### src/hdl/q2av_pkg.sv
// Package with shared types, constants and arithmetic helpers of the quaternion to axis vectors unit.
package q2av_pkg;

   localparam int unsigned ElemWidth = 35;
   localparam int unsigned MagWidth = 34;
   localparam int unsigned ScaledWidth = 30;
   localparam int unsigned SumWidth = 62;
   localparam int unsigned RootWidth = 31;
   localparam int unsigned NumWidth = 45;
   localparam int unsigned OutWidth = 16;
   localparam int unsigned DivSteps = 16;
   // Magnitude, scaling, square and sum stages, root steps, divider set-up stage and divider steps.
   localparam int unsigned NormLatency = 5 + RootWidth + DivSteps;
   localparam logic [15:0] OutOne = 16'd16384;

   typedef logic signed [ElemWidth-1:0] elem_type;
   typedef logic [ScaledWidth-1:0] scaled_type;

   typedef struct packed {
      elem_type e0;
      elem_type e1;
      elem_type e2;
   } column_type;

   typedef struct packed {
      column_type cx;
      column_type cy;
      column_type cz;
   } columns_type;

   typedef struct packed {
      logic [OutWidth-1:0] v0;
      logic [OutWidth-1:0] v1;
      logic [OutWidth-1:0] v2;
   } vec_type;

   function automatic logic [MagWidth-1:0] mag(input elem_type v);
      logic [ElemWidth-1:0] t;
      t = v[ElemWidth-1] ? (~v + 1'b1) : v;
      return t[MagWidth-1:0];
   endfunction

endpackage

### src/hdl/q2av_queue.sv
// Short queue that decouples the front part from the back part.
module q2av_queue #(
   parameter int unsigned Depth = 4
) (
   input  logic                  clock,
   input  logic                  reset,
   input  logic                  in_valid,
   output logic                  in_ready,
   input  q2av_pkg::columns_type in_cols,
   output logic                  out_valid,
   input  logic                  out_ready,
   output q2av_pkg::columns_type out_cols
);
   import q2av_pkg::*;

   localparam int unsigned AW = (Depth > 1) ? $clog2(Depth) : 1;

   columns_type mem_ff [Depth];
   logic [AW-1:0] wr_ff, wr_in, rd_ff, rd_in;
   logic [AW:0] cnt_ff, cnt_in;
   logic push, pop;

   assign in_ready = (cnt_ff != (AW+1)'(Depth));
   assign out_valid = (cnt_ff != '0);
   assign out_cols = mem_ff[rd_ff];
   assign push = in_valid && in_ready;
   assign pop = out_valid && out_ready;

   always_comb begin
      wr_in = push ? ((wr_ff == AW'(Depth-1)) ? '0 : wr_ff + 1'b1) : wr_ff;
      rd_in = pop ? ((rd_ff == AW'(Depth-1)) ? '0 : rd_ff + 1'b1) : rd_ff;
      cnt_in = cnt_ff + (AW+1)'(push) - (AW+1)'(pop);
   end

   always_ff @(posedge clock) begin
      if (reset) begin
         wr_ff <= '0;
         rd_ff <= '0;
         cnt_ff <= '0;
      end else begin
         wr_ff <= wr_in;
         rd_ff <= rd_in;
         cnt_ff <= cnt_in;
      end
      if (push) mem_ff[wr_ff] <= in_cols;
   end
endmodule

### config.mk
export PLATFORM = sky130hd
export DESIGN_NAME = q2av_queue
export DESIGN_NICKNAME = d
export VERILOG_FILES = /design/src/hdl/q2av_pkg.sv /design/src/hdl/q2av_queue.sv
export SDC_FILE = /design/constraint.sdc
export NUM_CORES = 1
export LEC_CHECK = 0
export ABC_AREA = 1
export BUFFER_PORTS_ARGS = -buffer_cell sky130_fd_sc_hd__buf_4
export CAP_MARGIN = 20
export CORE_ASPECT_RATIO = 1.75
export CORE_MARGIN = 1
export CORE_UTILIZATION = 25
export CTS_CLUSTER_SIZE = 8
export DETAILED_ROUTE_END_ITERATION = 16
export SLEW_MARGIN = 0
export SYNTH_ARGS = -nofsm -noshare
export SYNTH_HDL_FRONTEND = slang
export SYNTH_SLANG_ARGS = --single-unit
### constraint.sdc
create_clock -name clock -period 15.9 [get_ports clock]
set_input_delay 0.795 -clock clock [delete_from_list [all_inputs] [get_ports clock]]
set_output_delay 0.795 -clock clock [all_outputs]
set_load 0.005 [all_outputs]
### Word-level counts from Yosys, hierarchy flattened

Memories as Yosys holds them, arrays and structs flattened. A register that Yosys moved wholly into a read port is not among the register bits.
Cells that the tools add are included.

| word-level totals | value |
|---|---|
| memory bits (writable) | 1,260 |
| logic and storage cells | 20 |
| output and inout bits | 317 |
| input port bits | 319 |
| bits in registers | 7 |
| memories | 1 |

Memories:

| name | words | width | rd ports | clocked after memory_dff | write ports | line | text |
|---|---|---|---|---|---|---|---|
| mem_ff | 4 | 315 | 1 | 1 | 1 | q2av_queue.sv:18 | `columns_type mem_ff [Depth];` |

| operators by class | value |
|---|---|
| mux-type cells | 6 |
| add/subtract/negate cells | 4 |
| reduce and logical (&&, ||, !) cells | 3 |
| equality and inequality tests | 3 |

Operators by type and width:

| cell | number |
|---|---|
| two-way mux 2 bit | 4 |
| adder 2 x 1 -> 2 bit, second input constant | 2 |
| equality test 2 bit, second input constant | 2 |
| adder 3 x 1 -> 3 bit | 1 |
| != test 3 bit, second input constant | 1 |
| nonzero test 3 bit | 1 |
| subtractor 3 x 1 -> 3 bit | 1 |
| logical AND 1 bit | 2 |
| two-way mux 1 bit | 2 |

### Logic depth before layout (Yosys ltp)

| logic depth | value |
|---|---|
| depth in word-level cells | 4 |
| gate-level depth with buffers | 12 |
| depth with buffers taken out | 12 |

### Least setup slack after synthesis

No wires, ideal clock.

| path | value |
|---|---|
| path type | input port to flip-flop |
| start point | in in_valid |
| end point | mem mem_ff[0][0] (netlist name), enable pin |
| required time | 14,900 ps |
| arrival | 13,981 ps |
| path buffers | 0 |
| library setup time | 1,000 ps |
| cell stages on the path | 2 |
| slack | 919 ps |
| cell sequence | nand2_1 nor2_1 |

| on the way | value |
|---|---|
| longest elaborated chain between the ends | 3 |

Ends and longest elaborated chain:

| element | line | text |
|---|---|---|
| start: declaration | q2av_queue.sv:7 | `input logic in_valid,` |
| logical AND 1 bit | q2av_queue.sv:26 | `assign push = in_valid && in_ready;` |
| two-way mux 1 bit | q2av_queue.sv:45 | `if (push) mem_ff[wr_ff] <= in_cols;` |
| two-way mux 1 bit (not written as such) | q2av_queue.sv:45 |  |
| end: declaration | q2av_queue.sv:18 |  |

Every way passes these cells.

==> summary.txt <==
Run status
  • Status: finished clean

STA
  • Slew @ Worst Pin: 1420 ps
  • Slew HR: 5.17%
  • Final hold vios: 0
  • Setup ws final: 10710 ps
  • Tmin final: 5190 ps
  • Fmax: 0.193 GHz
  • Setup TNS Final: 0 ps
  • RSZ-0062 raised after global routing: false
  • Final setup fails: 0
  • Max Slew Vio Count: 0
  • Final worst-path cycle share: 32.7%
  • Max Clock Skew: 63.5 ps

Hold path
  • Hold depth: 2
  • Worst Hold Class: in2reg

Clocking
  • TritonCTS buffer count: 186
  • Setup Fix Bufs, Post-CTS: 0
  • CTS max path bufs: 4
  • Root buf cell: clkbuf_16
  • Post_cts resized: 0
  • Hold Buf Count CTS: 0
  • CTS tree: built
  • Htree depth: 4
  • CTS sink cnt: 1269
  • Insertion delay to the later sink of the worst-skew pair: around 790 ps
  • CTS clock-pin slew for the worst setup and hold paths: 50 ps

Yosys
  • Number of synthesized register bits: 1269
  • Mapped Cells: 3108
  • Synthesized area per cell: approximately 15 sq um
  • Synth Warn #: 0
  • Synthesized area: between 0.04 and 0.05 sq mm
  • Post-synthesis cell type count: 22
  • Post-Synthesis Net Count: 3435
  • Part of the Yosys area used for sequential elements: about four fifths

Global routing
  • Largest net degree at the start of global routing: 286
  • Initial antenna violation count: 18
  • Total GRT Usage: 12.3%
  • Grt ovf: 0
  • First-pass GRT wire length: 178000 um
  • Vias in the first global route: 28500

Pwr
  • Power Density: 177 mW/mm^2
  • Max IR drop VDD: 0.129 mV
  • Tot Pwr: approximately 10000 uW
  • Leak Pwr: 0.0200 uW

Place
  • RePlAce Congestion: 0.759
  • Placed Area: ~0.054 sq mm
  • DP Worst Slack: 11130 ps
  • DP HPWL: 70500 um
  • PortBufs: 635

Route
  • DRT Pass-1 Iters: 5
  • DRT antenna net count: 0
  • Via density: 4.54
  • WL final: 121000 um
  • Vias post-DR: about 28000
  • DRT iter0 DRCs: 1785
  • Wire per inst: about 20 um
  • DR DRC count: 0

Layout
  • Nets: ~4100
  • Final instance area: roughly 0.059 sq mm
  • Share of layout cells above drive strength 1: 23.2%
  • Area grow syn2layout: 25.5%
  • Most common cell after layout, fill and taps aside: edfxtp_1
  • Most frequent cells in the layout: edfxtp_1 (1260), buf_4 (669), nor2_1 (643), o21ai_0 (523), o22ai_1 (315)

Die
  • Initial Utilization: 25.1%
  • Die height: ~580 um
  • Die X: 330 um
  • Num rows: 210
  • Ports: 636
  • Die area: 0.190 sq mm
  • Core ar.: 0.187 sq mm

Critical path
  • R2R cell count: 7
  • Worst path required time: between 15000 and 20000 ps
  • Worst EP arrival: 4400 ps
  • Crit start category: flip-flop
  • CP endpoint kind: output port
  • Setup CP Type: reg2out
  • Maximum net fanout on the critical path: around 290

Run
  • Max cap viols: 0
-- routing by layer --
metal	wire (um)	up-vias	track usage (%)
met1	46400	14000	14.0
met3	12100	233	4.63
met5	103	-	0
met4	3850	14	4.89
met2	58800	1012	20.6
li1	-	13000	-
-- critical path, cell delays in order, from the launching register on --
cell	delay (ps)
dfxtp_4	550
clkinv_16	480
buf_4	740
buf_4	760
o21ai_0	200
o22ai_1	300
buf_4	170
-- sequential cells by signal, indices dropped and copies added (netlist names), named ones only --
signal,flops
cnt_ff,3
mem_ff,1260
rd_ff,2
wr_ff,2
-- final timing paths --
kind / to / startpoint / slack [ps]
setup / recovery: out_cols[219] / flip-flop / 10710
hold / removal: cnt_ff[1]$_SDFF_PP0_ / reset / 180
setup reg to reg: mem_ff[0][67]$_DFFE_PP_ / cnt_ff[1]$_SDFF_PP0_ / 11420
hold reg to reg: flip-flop / rd_ff[0]$_SDFFE_PP0N_ / 510
-- synth_stat cells (all sizes together) --
library cell	number	area, sq um
a21oi	1	5.00
o22ai	315	1970
a21boi	1	7.51
o21ai	630	3150
fa	1	20.0
inv	14	60.1
buf	130	845
or2	1	6.26
xnor2	1	8.76
ha	7	87.6
clkbuf	78	293
nand3b	2	15.0
dfxtp	9	180
nor2	647	2430
nand3	1	5.00
edfxtp	1260	37800
nand2	10	37.5
-- cell families (layout without fill, tap and decap cells) --
kind of cell | after synthesis | after routing | synth area share (%)
adder cells (fa/ha/maj) | 8 | 8 | 0.229
AND/OR/NAND/NOR | 661 | 661 | 5.31
AO/OA/AOI/OAI | 947 | 947 | 10.9
flip-flops | 1269 | 1269 | 81.0
XOR/XNOR | 1 | 1 | 0.0187
other | 0 | 8 | 0
buffers and inverters | 222 | 901 | 2.55
-- stage by stage --
step	hold WS [ps]	std cells	utilization, %
final	176	6233	31.5
after global routing	118	6230	31.5
after CTS	70.7	6225	31.5
after detailed placement	498	6011	28.9
after global placement	485	6011	28.9
after floorplan	479	3108	-
-- power breakdown --
group	internal [uW]	switching [uW]	total (uW)
Combinational	1090	1750	2830
Clock	2060	1320	3380
Sequential	4110	103	4210
-- final cells by class --
cell class	instances	area (sq um)
multi-input cells	1617	7770
clock buffers	200	4710
inverters	14	91.3
diodes	8	20.0
clock inverters	14	168
well taps	2438	3050
repair buffers	673	5100
flip-flops and latches	1269	38000
fillers	18200	128000
Note: power is estimated with default switching activity, not from simulation.
